==> config.mk <==
export PLATFORM = sky130hd
export DESIGN_NAME = bba_ctrl
export DESIGN_NICKNAME = d
export VERILOG_FILES = /design/src/hdl/bba_pkg.sv /design/src/hdl/bba_ctrl.sv
export SDC_FILE = /design/constraint.sdc
export NUM_CORES = 1
export LEC_CHECK = 0
export CAP_MARGIN = 20
export CORE_AREA = 5 5 42 44
export DETAILED_ROUTE_END_ITERATION = 10
export DIE_AREA = 0 0 47 49
export DONT_BUFFER_PORTS = 1
export PLACE_DENSITY = 0.79
export SETUP_SLACK_MARGIN = 0.5
export SYNTH_ARGS = -nofsm -noshare
export SYNTH_HDL_FRONTEND = slang
export SYNTH_SLANG_ARGS = --single-unit
export TNS_END_PERCENT = 1
==> constraint.sdc <==
create_clock -name clk_i -period 2.65 [get_ports clk_i]
set_input_delay 0.53 -clock clk_i [delete_from_list [all_inputs] [get_ports clk_i]]
set_output_delay 0.53 -clock clk_i [all_outputs]
set_load 0.02 [all_outputs]
==> src/hdl/bba_pkg.sv <==
`timescale 1ns / 1ps
`default_nettype none
package bba_pkg;

  // Result codes
  typedef enum logic [1:0] {
    ST_OK       = 2'd0,
    ST_SIZE     = 2'd1,
    ST_NOFREE   = 2'd2,
    ST_NOTALLOC = 2'd3
  } status_e;

  // Request codes
  localparam logic ACT_ALLOC = 1'b0;
  localparam logic ACT_FREE  = 1'b1;

  typedef struct packed {
    logic        action;
    logic [15:0] request_size;
    logic [31:0] free_address;
  } in_t;

  typedef struct packed {
    status_e     status;
    logic [31:0] block_address;
    logic [12:0] block_size;
  } out_t;

  // One tree node as stored in the mark memory
  typedef struct packed {
    logic taken;
    logic below;
  } ent_t;

  // Controller to datapath
  typedef struct packed {
    logic clr;
    logic load;
    logic rd_sib;
    logic a_step;
    logic mark;
    logic f_step;
    logic up_write;
    logic out_load;
  } cmd_t;

  // Datapath to controller
  typedef struct packed {
    logic clr_last;
    logic err;
    logic op_free;
    logic found;
    logic fail;
    logic rd_taken;
    logic at_root;
    logic lvl_one;
    logic out_free;
  } sts_t;

endpackage
`default_nettype wire

==> src/hdl/bba_ctrl.sv <==
`timescale 1ns / 1ps
`default_nettype none
module bba_ctrl (
  input  wire logic          clk_i,
  input  wire logic          rst_ni,
  input  wire logic          in_valid_i,
  output logic               in_ready_o,
  input  wire bba_pkg::sts_t sts_i,
  output bba_pkg::cmd_t      cmd_o
);
  import bba_pkg::*;

  typedef enum logic [10:0] {
    S_CLEAR = 11'b000_0000_0001,
    S_IDLE  = 11'b000_0000_0010,
    S_CHK   = 11'b000_0000_0100,
    S_A_RD  = 11'b000_0000_1000,
    S_A_EV  = 11'b000_0001_0000,
    S_MARK  = 11'b000_0010_0000,
    S_U_RD  = 11'b000_0100_0000,
    S_U_WR  = 11'b000_1000_0000,
    S_F_RD  = 11'b001_0000_0000,
    S_F_EV  = 11'b010_0000_0000,
    S_FIN   = 11'b100_0000_0000
  } state_e;

  state_e state_q, state_d;

  // Sequence one request: search or climb, mark or clear, walk up
  always_comb begin
    state_d    = state_q;
    cmd_o      = '0;
    in_ready_o = 1'b0;
    case (state_q)
      S_CLEAR: begin
        cmd_o.clr = 1'b1;
        if (sts_i.clr_last) state_d = S_IDLE;
      end
      S_IDLE: begin
        in_ready_o = 1'b1;
        if (in_valid_i) begin
          cmd_o.load = 1'b1;
          state_d    = S_CHK;
        end
      end
      S_CHK: begin
        if (sts_i.err)          state_d = S_FIN;
        else if (sts_i.op_free) state_d = S_F_RD;
        else                    state_d = S_A_RD;
      end
      S_A_RD: state_d = S_A_EV;
      S_A_EV: begin
        cmd_o.a_step = 1'b1;
        if (sts_i.found)     state_d = S_MARK;
        else if (sts_i.fail) state_d = S_FIN;
        else                 state_d = S_A_RD;
      end
      S_MARK: begin
        cmd_o.mark = 1'b1;
        state_d    = sts_i.at_root ? S_FIN : S_U_RD;
      end
      S_U_RD: begin
        cmd_o.rd_sib = 1'b1;
        state_d      = S_U_WR;
      end
      S_U_WR: begin
        cmd_o.up_write = 1'b1;
        state_d        = sts_i.lvl_one ? S_FIN : S_U_RD;
      end
      S_F_RD: state_d = S_F_EV;
      S_F_EV: begin
        cmd_o.f_step = 1'b1;
        if (sts_i.at_root)       state_d = S_FIN;
        else if (sts_i.rd_taken) state_d = S_U_RD;
        else                     state_d = S_F_RD;
      end
      S_FIN: begin
        if (sts_i.out_free) begin
          cmd_o.out_load = 1'b1;
          state_d        = S_IDLE;
        end
      end
      default: state_d = S_IDLE;
    endcase
  end

  always_ff @(posedge clk_i or negedge rst_ni) begin
    if (!rst_ni) begin
      state_q <= S_CLEAR;
    end else begin
      state_q <= state_d;
    end
  end

endmodule
`default_nettype wire

### Word level (Yosys, flattened, before mapping)

Index checks and enable logic that the tools add are counted.
Widths: inputs -> output; s select.

* bits in registers: 11
* bits of input ports: 12
* output and inout port bits: 9

* equal/unequal tests: 14
* multiplexer cells: 23
* reduce and logical (&&, ||, !) cells: 1

Operators with widths (count)
* $pmux 11 s11: 1
* $mux 11: 9
* $mux 9: 2
* $eq 11x1->1 const B: 1
* $eq 11x10->1 const B: 1
* $eq 11x11->1 const B: 1
* $eq 11x2->1 const B: 1
* $eq 11x3->1 const B: 1
* $eq 11x4->1 const B: 1
* $eq 11x5->1 const B: 1
* $eq 11x6->1 const B: 1
* $eq 11x7->1 const B: 1
* $eq 11x8->1 const B: 1
* $eq 11x9->1 const B: 1
* $mux 1: 11
* $ne 2x2->1 const B: 3
* $reduce_and 3->1: 1

### Depth between registers and ports, before layout

Gate-level depths: netlist (run 1).

* depth after elaboration: 3
* mapped depth: 7
* depth with buffers taken out: 5

### Worst setup path before layout (run 1)

No wires, ideal clock.

* path kind: reg-to-output
* start point: register state_q[8]
* end point: output cmd_o[4] (netlist bit)
* arrival time: 1882 ps
* setup slack: 238 ps
* stages on the path, launching flop included: 3
* cells stage by stage: dfrtp_1 > or4_1 > nor4_1

RTL lines
* from (decl): line bba_ctrl.sv:27 `state_e state_q, state_d;`
* from (signal assigned): line bba_ctrl.sv:91 `state_q <= state_d;`
* to (decl): line bba_ctrl.sv:9 `output bba_pkg::cmd_t cmd_o`

==> impl_metrics.toml, run 1 <==
[layout]
layout.nets = 107
n_antenna_cell = 0
final_design_area_no_fill_sq_um = 857
regMostFlops = "state_q"
stdcell_count = 110
area_growth_pct = 15.5
top_regs = "state_q (11)"
fillers = 129
final_util_pct = 61.2
largest_register_ffs = 11
drive_gt1_share_pct = 25.5

[yosys]
yosysSeqAreaShare_pct = 37.3
synth_warnings = 0
synth.avg_cell_area_sq_um = 8.94
ys_ff_latch = 11
synth_nets = 95
synthCells = 83
syn_area_sq_um = 742
synth.distinct_cells = 33

[worst_setup_path]
endpoint_kind = "output port"
path_cells = "or4_4, or4_4, nor3b_4"
cpMostUsedCell = "or4_4"
worstPathMaxFanout = 4
crit_slowest_cell = "or4_4"
cp.arrival_ps = 2060
slowest_delay_ps = 560
required_ps = 2120
cp-start-kind = "flip-flop"
worst-setup-path-type = "reg -> out"

[cts]
clockBufferDepth = 2
cts_sinks = 11
clk_latency_ps = 280
clockRootBuffer = "clkbuf_4"
clk_pin_slew_ps = 70
numCtsBuffers = 3
htree_levels = 1
cts_tree = "yes"

[die]
core_sq_um = 1400
fp.dieW_microns = 47
start_util_pct = 52.9
rows = 14
dieArea_sq_um = 2300
ios = 21
die_height_microns = 49

[timing]
max-slew-margin-rel_pct = 66.6
fin_crit_ps = 2590
period_share_pct = 97.8
fmax_mhz = 386
tightest_slew_ps = 497
grt_setup_unrepaired = "yes"
slew_violations = 0
fin_skew_ps = 1.32
finalWorstSetupSlack_ps = 57.1
hold_violations = 0
finalSetupTns_ps = 0
setup_violations = 0

[routing]
initialDrtViolationCount = 36
ant_nets = 0
vias_per_cell = 6.39
wl_per_cell_microns = 16.8
drt_first_pass_iters = 4
finalWirelength_microns = 1840
drcViolationCount = 0
vias = 703

[placed_design]
place_inst = 103
placed_cell_area_sq_um = 800
gp_congestion = 0.796
pre_cts_ws_ps = 242
hpwlAfterDp_microns = 1370
numPortBuffers = 0

[min_path]
worstHoldPathType = "in -> async"

[power]
power_density_nw_per_um2 = 749
peakVddDrop_mv = 0.600
p_leak_nw = 0.369

[global_routing]
grt_pass1_wl_microns = 3130
grt_usage_pct = 18.8
grt_pass1_vias = 692
antenna_found_initial = 0
grt_overflow = 0
grt_max_degree = 11

[status]
status = "completed"

[job]
cap_violations = 0
==> cells in the mapped netlist, drive strengths merged <==
library cell / count / share of area (%)
dfrtp: 10 / 34
nand2: 8 / 4.0
nor2: 8 / 4.0
inv: 5 / 2.5
nor3: 5 / 3.4
nor4: 5 / 4.2
and3: 4 / 3.4
buf: 4 / 3.9
nor4b: 4 / 4.7
a31oi: 3 / 2.5
and2: 3 / 2.5
nor3b: 3 / 4.6
or4: 3 / 3.5
a21oi: 2 / 1.9
or3: 2 / 1.7
or4b: 2 / 2.7
a22o: 1 / 1.2
dfstp: 1 / 3.5
o2111ai: 1 / 1.2
o211ai: 1 / 1.0
o21ai: 1 / 0.67
o2bb2ai: 1 / 2.0
o311ai: 1 / 1.2
o31a: 1 / 1.2
o31ai: 1 / 1.0
o32a: 1 / 1.3
xnor2: 1 / 1.2
xor2: 1 / 1.2
==> logic make-up (layout without fill, tap and decap cells) <==
logic type | after synthesis | after routing | synth area share, %
AND/OR/NAND/NOR | 47 | 47 | 38.8
AO/OA/AOI/OAI | 14 | 14 | 15.2
flip-flops | 11 | 11 | 37.3
buffers and inverters | 9 | 20 | 6.41
XOR/XNOR | 2 | 2 | 2.36
==> power by group <==
part | switching [mW] | total, mW | leakage, nW | internal, mW
Clock | 0.0622 | 0.121 | 0.0150 | 0.0584
Combinational | 0.171 | 0.306 | 0.210 | 0.135
Sequential | 0.0265 | 0.215 | 0.144 | 0.189
==> per-layer routing <==
metal  wire (microns)  track usage [%]  part of all wire (%)
met1              711             24.5                    39
met2              929             28.7                    50
met3              169             5.17                   9.2
met4               34             6.91                   1.8
met5                0                0                     0
==> timing repair <==
item | 4_1_cts | 5_1_grt
setup endpoints to repair | 12 | 11
pin swaps | 1 | 0
buffers inserted | 2 | 0
hold endpoints to repair | 10 | 0
resized for setup | 2 | 1
hold buffers | 1 | 0
==> cell usage in the layout, fill, tap and decap left out, drive strengths merged <==
| master | synthesis | final |
|---|---|---|
| a21oi | 2 | 2 |
| a22o | 1 | 1 |
| a31oi | 3 | 3 |
| and2 | 3 | 3 |
| and3 | 4 | 4 |
| buf | 4 | 10 |
| clkbuf | 0 | 4 |
| dfrtp | 10 | 10 |
| dfstp | 1 | 1 |
| dlygate4sd3 | 0 | 1 |
| inv | 5 | 5 |
| nand2 | 8 | 8 |
| nor2 | 8 | 8 |
| nor3 | 5 | 5 |
| nor3b | 3 | 3 |
| nor4 | 5 | 5 |
| nor4b | 4 | 4 |
| o2111ai | 1 | 1 |
| o211ai | 1 | 1 |
| o21ai | 1 | 1 |
| o2bb2ai | 1 | 1 |
| o311ai | 1 | 1 |
| o31a | 1 | 1 |
| o31ai | 1 | 1 |
| o32a | 1 | 1 |
| or3 | 2 | 2 |
| or4 | 3 | 3 |
| or4b | 2 | 2 |
| xnor2 | 1 | 1 |
| xor2 | 1 | 1 |
==> worst paths after layout <==
kind	startpoint	to	slack, ps	depth (start not counted)
max in group asynchronous	rst_ni	state_q[10]$_DFFE_PN0P_	1670	1
min in group clk_i	sts_i[2]	state_q[6]$_DFFE_PN0P_	320	1
worst min-delay path	rst_ni	state_q[0]$_DFFE_PN1P_	90	0
worst min register to register	state_q[4]$_DFFE_PN0P_	state_q[4]$_DFFE_PN0P_	570	2
worst max register to register	state_q[5]$_DFFE_PN0P_	state_q[10]$_DFFE_PN0P_	480	5
worst max-delay path	state_q[5]$_DFFE_PN0P_	cmd_o[2]	60	3
==> critical path: cells and delay by family, from the launching register on <==
family        cells  cell delay, ps
flops             1             390
simple gates      3            1400
==> per-stage QoR <==
step | hold slack, ps | total power, mW
3_3_place_gp | 235 | 0.505
6_report | 87.8 | 0.642
5_1_grt | 75.4 | 0.684
2_1_floorplan | 234 | 0.441
3_5_place_dp | 235 | 0.510
4_1_cts | 87.1 | 0.638
==> area by class of cell <==
class	instances	area [sq um]	area share, %
Sequential cell	11	278	32.4
Timing Repair Buffer	11	85.1	9.93
Multi-Input combinational cell	63	429	50.1
Clock buffer	4	26.3	3.07
Tap cell	16	20.0	2.34
Inverter	5	18.8	2.19
No activity file was read; power rests on OpenSTA's default activity.
==> inputs of run 2 (changes only) <==
Settings changed: CORE_AREA 5 5 42 44 to not set, CORE_MARGIN set to 5, CORE_UTILIZATION set to 55, DIE_AREA 0 0 47 49 to not set, PLACE_DENSITY 0.79 to 0.78.
==> impl_metrics.toml, run 2 (synthesis gave the netlist of run 1 again) <==
[global_routing]
antenna_found_initial = 0
grt_max_degree = 11
grt_pass1_vias = 679
grt_overflow = 0
grt_pass1_wl_microns = 2990
grt_usage_pct = 20.1

[status]
status = "completed"

[layout]
layout.nets = 108
layout_common_cells = "buf_4, nand2_1, nor2_1, dfrtp_1, inv_1"
final_common_cell = "buf_4"
drive_gt1_share_pct = 40.0
n_antenna_cell = 0
largest_register_ffs = 11
stdcell_count = 110
regMostFlops = "state_q"
area_growth_pct = 27.8
final_design_area_no_fill_sq_um = 948
top_regs = "state_q (11)"

[routing]
drt_first_pass_iters = 4
ant_nets = 0
wl_per_cell_microns = 18.1
initialDrtViolationCount = 22
vias_per_cell = 6.68
vias = 735
drcViolationCount = 0
finalWirelength_microns = 1990

[cts]
numCtsBuffers = 3
htree_levels = 1
clk_pin_slew_ps = 80
clockBufferDepth = 2
cts_tree = "yes"
clockRootBuffer = "clkbuf_4"
clk_latency_ps = 280
cts_sinks = 11

[die]
dieArea_sq_um = 2180
core_sq_um = 1280
rows = 13
die_height_microns = 46.7
ios = 21
fp.dieW_microns = 46.7
start_util_pct = 57.7

[timing]
fmax_mhz = 383
timing.hold.ws_ps = 80.7
max-slew-margin-rel_pct = 68.5
fin_skew_ps = 2.89
setup_violations = 0
fin_crit_ps = 2610
tightest_slew_ps = 470
slew_violations = 0
grt_setup_unrepaired = "yes"
period_share_pct = 98.5
hold_violations = 0

[min_path]
worstHoldPathType = "in -> async"

[worst_setup_path]
cp-start-kind = "flip-flop"
r2r_end = "state_q[10]$_DFFE_PN0P_"
cp.arrival_ps = 2080
rrSetupSlack_ps = 490
required_ps = 2120
r2r-start = "state_q[5]$_DFFE_PN0P_"
worst-setup-path-type = "reg -> out"
rr_worst_depth = 5
worstPathMaxFanout = 4
endpoint_kind = "output port"

[power]
peakVddDrop_mv = 0.584
swShare_pct = 41.3
switchingPower_mw = 0.297
p_comb_share_pct = 52.6
totalPowerFinal_mw = 0.718
clkPwrFrac_pct = 17.2
p_int_mw = 0.422
power_density_nw_per_um2 = 757
p_leak_nw = 0.379
pwr-share-seq_pct = 30.2

[job]
cap_violations = 0

[placed_design]
placed_cell_area_sq_um = 798
hpwlAfterDp_microns = 1320
place_inst = 102
gp_congestion = 0.802
numPortBuffers = 0
[run 2: worst max-delay path by stage]
stage | start | endpoint
after floorplan | state_q[10]$_DFFE_PN0P_ | cmd_o[2]
after global placement | state_q[5]$_DFFE_PN0P_ | cmd_o[2]
after detailed placement | state_q[5]$_DFFE_PN0P_ | cmd_o[2]
after CTS | state_q[5]$_DFFE_PN0P_ | cmd_o[2]
after global routing | state_q[5]$_DFFE_PN0P_ | cmd_o[2]
final | state_q[5]$_DFFE_PN0P_ | cmd_o[2]
[run 2: routing by layer]
layer / wire length (microns) / track usage (%) / share of wire (%) / vias to the layer above
met5: 0 / 0 / 0 / -
met4: 50 / 12.2 / 2.5 / 0
met3: 177 / 8.05 / 8.9 / 7
met2: 963 / 30.5 / 48 / 33
met1: 798 / 23.9 / 40 / 354
li1: - / - / - / 341
[run 2: layout make-up]
| cell class | instances | area (sq um) |
|---|---|---|
| Clock buffer | 4 | 26.3 |
| Fill cell | 86 | 337 |
| Inverter | 5 | 18.8 |
| Multi-Input combinational cell | 63 | 507 |
| Sequential cell | 11 | 282 |
| Tap cell | 15 | 18.8 |
| Timing Repair Buffer | 12 | 96.3 |
[run 2: through the flow]
step | setup WS (ps) | setup TNS [ps] | utilization, %
2_1_floorplan | 276 | 0 | -
3_3_place_gp | 253 | 0 | 62.1
3_5_place_dp | 229 | 0 | 62.1
4_1_cts | 54.6 | 0 | 67.1
5_1_grt | -5.11 | -5.11 | 73.8
6_report | 40.8 | 0 | 73.8
[run 2: timing repair]
| action | in CTS | in global routing |
|---|---|---|
| hold buffers | 1 | 0 |
| hold endpoints to repair | 10 | 0 |
| gates resized for setup | 2 | 20 |
| setup buffers | 3 | 0 |
| endpoints found under the setup margin | 12 | 11 |
| pin swaps | 1 | 6 |
[run 2: worst max-delay path, stage by stage, from the launching register on]
cell     delay (ps)
dfrtp_1         390
or4_4           570
or4_4           450
nor3b_4         380
[run 2: power by group through the flow]
| stage | registers, mW | logic (mW) | clock network [mW] |
|---|---|---|---|
| after CTS | 0.208 | 0.312 | 0.126 |
| after detailed placement | 0.215 | 0.293 | 0 |
| after global routing | 0.220 | 0.405 | 0.129 |
| after global placement | 0.216 | 0.290 | 0 |
| final | 0.217 | 0.378 | 0.124 |
| after floorplan | 0.204 | 0.237 | 0 |
==> inputs of run 3 (changes only) <==
Settings changed: CORE_UTILIZATION 55 to 50, PLACE_DENSITY 0.78 to 0.73.
==> impl_metrics.toml, run 3 (synthesis gave the netlist of run 1 again) <==
[worst_setup_path]
worst-setup-path-type = "reg -> out"
cp.arrival_ps = 2100
cp-start-kind = "flip-flop"
worstPathMaxFanout = 8
endpoint_kind = "output port"
required_ps = 2120

[layout]
layout.nets = 107
largest_register_ffs = 11
top_regs = "state_q (11)"
n_antenna_cell = 0
stdcell_count = 110
regMostFlops = "state_q"
fillers = 117
area_growth_pct = 28.5
drive_gt1_share_pct = 37.2
layout_common_cells = "buf_4, dfrtp_1, nand2_1, nor2_1, inv_1"

[routing]
drt_first_pass_iters = 4
initialDrtViolationCount = 17
wl_per_cell_microns = 17.1
ant_nets = 0
drcViolationCount = 0
vias = 695
vias_per_cell = 6.32
finalWirelength_microns = 1880

[min_path]
worstHoldPathType = "in -> async"

[global_routing]
grt_pass1_wl_microns = 2950
grt_pass1_vias = 660
antenna_found_initial = 0
grt_overflow = 0
grt_max_degree = 11
grt_usage_pct = 15.9

[placed_design]
place_inst = 103
numPortBuffers = 0
pre_cts_ws_ps = 223
gp_congestion = 0.766
hpwlAfterDp_microns = 1340

[power]
swShare_pct = 41.5
power_density_nw_per_um2 = 756
clkPwrFrac_pct = 16.9
p_leak_nw = 0.382
switchingPower_mw = 0.299
p_comb_share_pct = 52.4
p_int_mw = 0.422
pwr-share-seq_pct = 30.7
peakVddDrop_mv = 0.601

[timing]
fin_skew_ps = 1.38
grt_setup_unrepaired = "yes"
finalWorstSetupSlack_ps = 21.8
hold_violations = 0
setup_violations = 0
fmax_mhz = 380
tightest_slew_ps = 485
fin_crit_ps = 2630
slew_violations = 0
max-slew-margin-rel_pct = 67.6
period_share_pct = 99.2

[die]
rows = 14
die_height_microns = 48.5
start_util_pct = 51.0
fp.dieW_microns = 48.5
ios = 21
dieArea_sq_um = 2350
core_sq_um = 1450

[cts]
htree_levels = 1
clk_latency_ps = 280
numCtsBuffers = 3
clk_pin_slew_ps = 70
cts_sinks = 11
clockRootBuffer = "clkbuf_4"
clockBufferDepth = 2
cts_tree = "yes"

[status]
status = "completed"

[job]
cap_violations = 0
==> run 3: cell count changes in the layout (fill, tap and decap cells not counted), sizes merged <==
cell | previous run | this run
buf | 11 | 10
==> run 3: timing repair <==
action                                 in CTS  in global routing
setup endpoints to repair                  12                 11
hold buffers                                1                  0
endpoints found under the hold margin      10                  0
resized for setup                           2                 22
gates cloned                                0                  0
setup buffers                               2                  0
pin swaps                                   1                 11
==> run 3: path summary, 6_finish.rpt <==
path | cells after the start | to | slack [ps] | from
min in group clk_i | 1 | state_q[6]$_DFFE_PN0P_ | 320 | sts_i[2]
max in group asynchronous | 1 | state_q[10]$_DFFE_PN0P_ | 1650 | rst_ni
hold / removal | 0 | state_q[0]$_DFFE_PN1P_ | 80 | rst_ni
setup / recovery | 3 | cmd_o[2] | 20 | state_q[6]$_DFFE_PN0P_
hold reg to reg | 2 | state_q[4]$_DFFE_PN0P_ | 590 | state_q[5]$_DFFE_PN0P_
setup reg to reg | 5 | state_q[10]$_DFFE_PN0P_ | 470 | state_q[6]$_DFFE_PN0P_
==> run 3: area by class of cell <==
type,count,area [sq um],area share [%]
Clock buffer,4,26.3,2.76
Timing Repair Buffer,11,92.6,9.71
Multi-Input combinational cell,63,517,54.2
Sequential cell,11,279,29.3
Tap cell,16,20.0,2.10
Inverter,5,18.8,1.97
==> run 3: routing by layer <==
layer,up-vias,part of all wire (%),global-route usage [%]
met5,-,0,0
met4,0,2.0,8.07
met3,5,7.0,4.60
met2,23,48,24.3
met1,334,43,20.0
li1,333,-,-
==> run 3: critical path: stages (launching register included) <==
cell and delay [ps]:
dfrtp_1 480, or4_4 480, or4_4 460, nor3b_4 400
==> run 3: power groups by stage <==
stage	Sequential [mW]	Clock [mW]	Combinational, mW
floorplan	0.204	0	0.237
global placement	0.216	0	0.291
detailed placement	0.217	0	0.291
CTS	0.214	0.122	0.300
global route	0.224	0.134	0.410
finish	0.221	0.122	0.378
==> run 3: through the flow <==
step	instance area [sq um]	setup TNS (ps)	hold WS [ps]	power, mW	util (%)
2_1_floorplan	748	0	234	0.441	-
3_5_place_dp	800	0	235	0.509	55.0
5_1_grt	953	-55.3	65.0	0.768	65.6
6_report	953	0	84.5	0.721	65.6
4_1_cts	856	0	82.5	0.636	58.9
3_3_place_gp	800	0	235	0.507	55.0
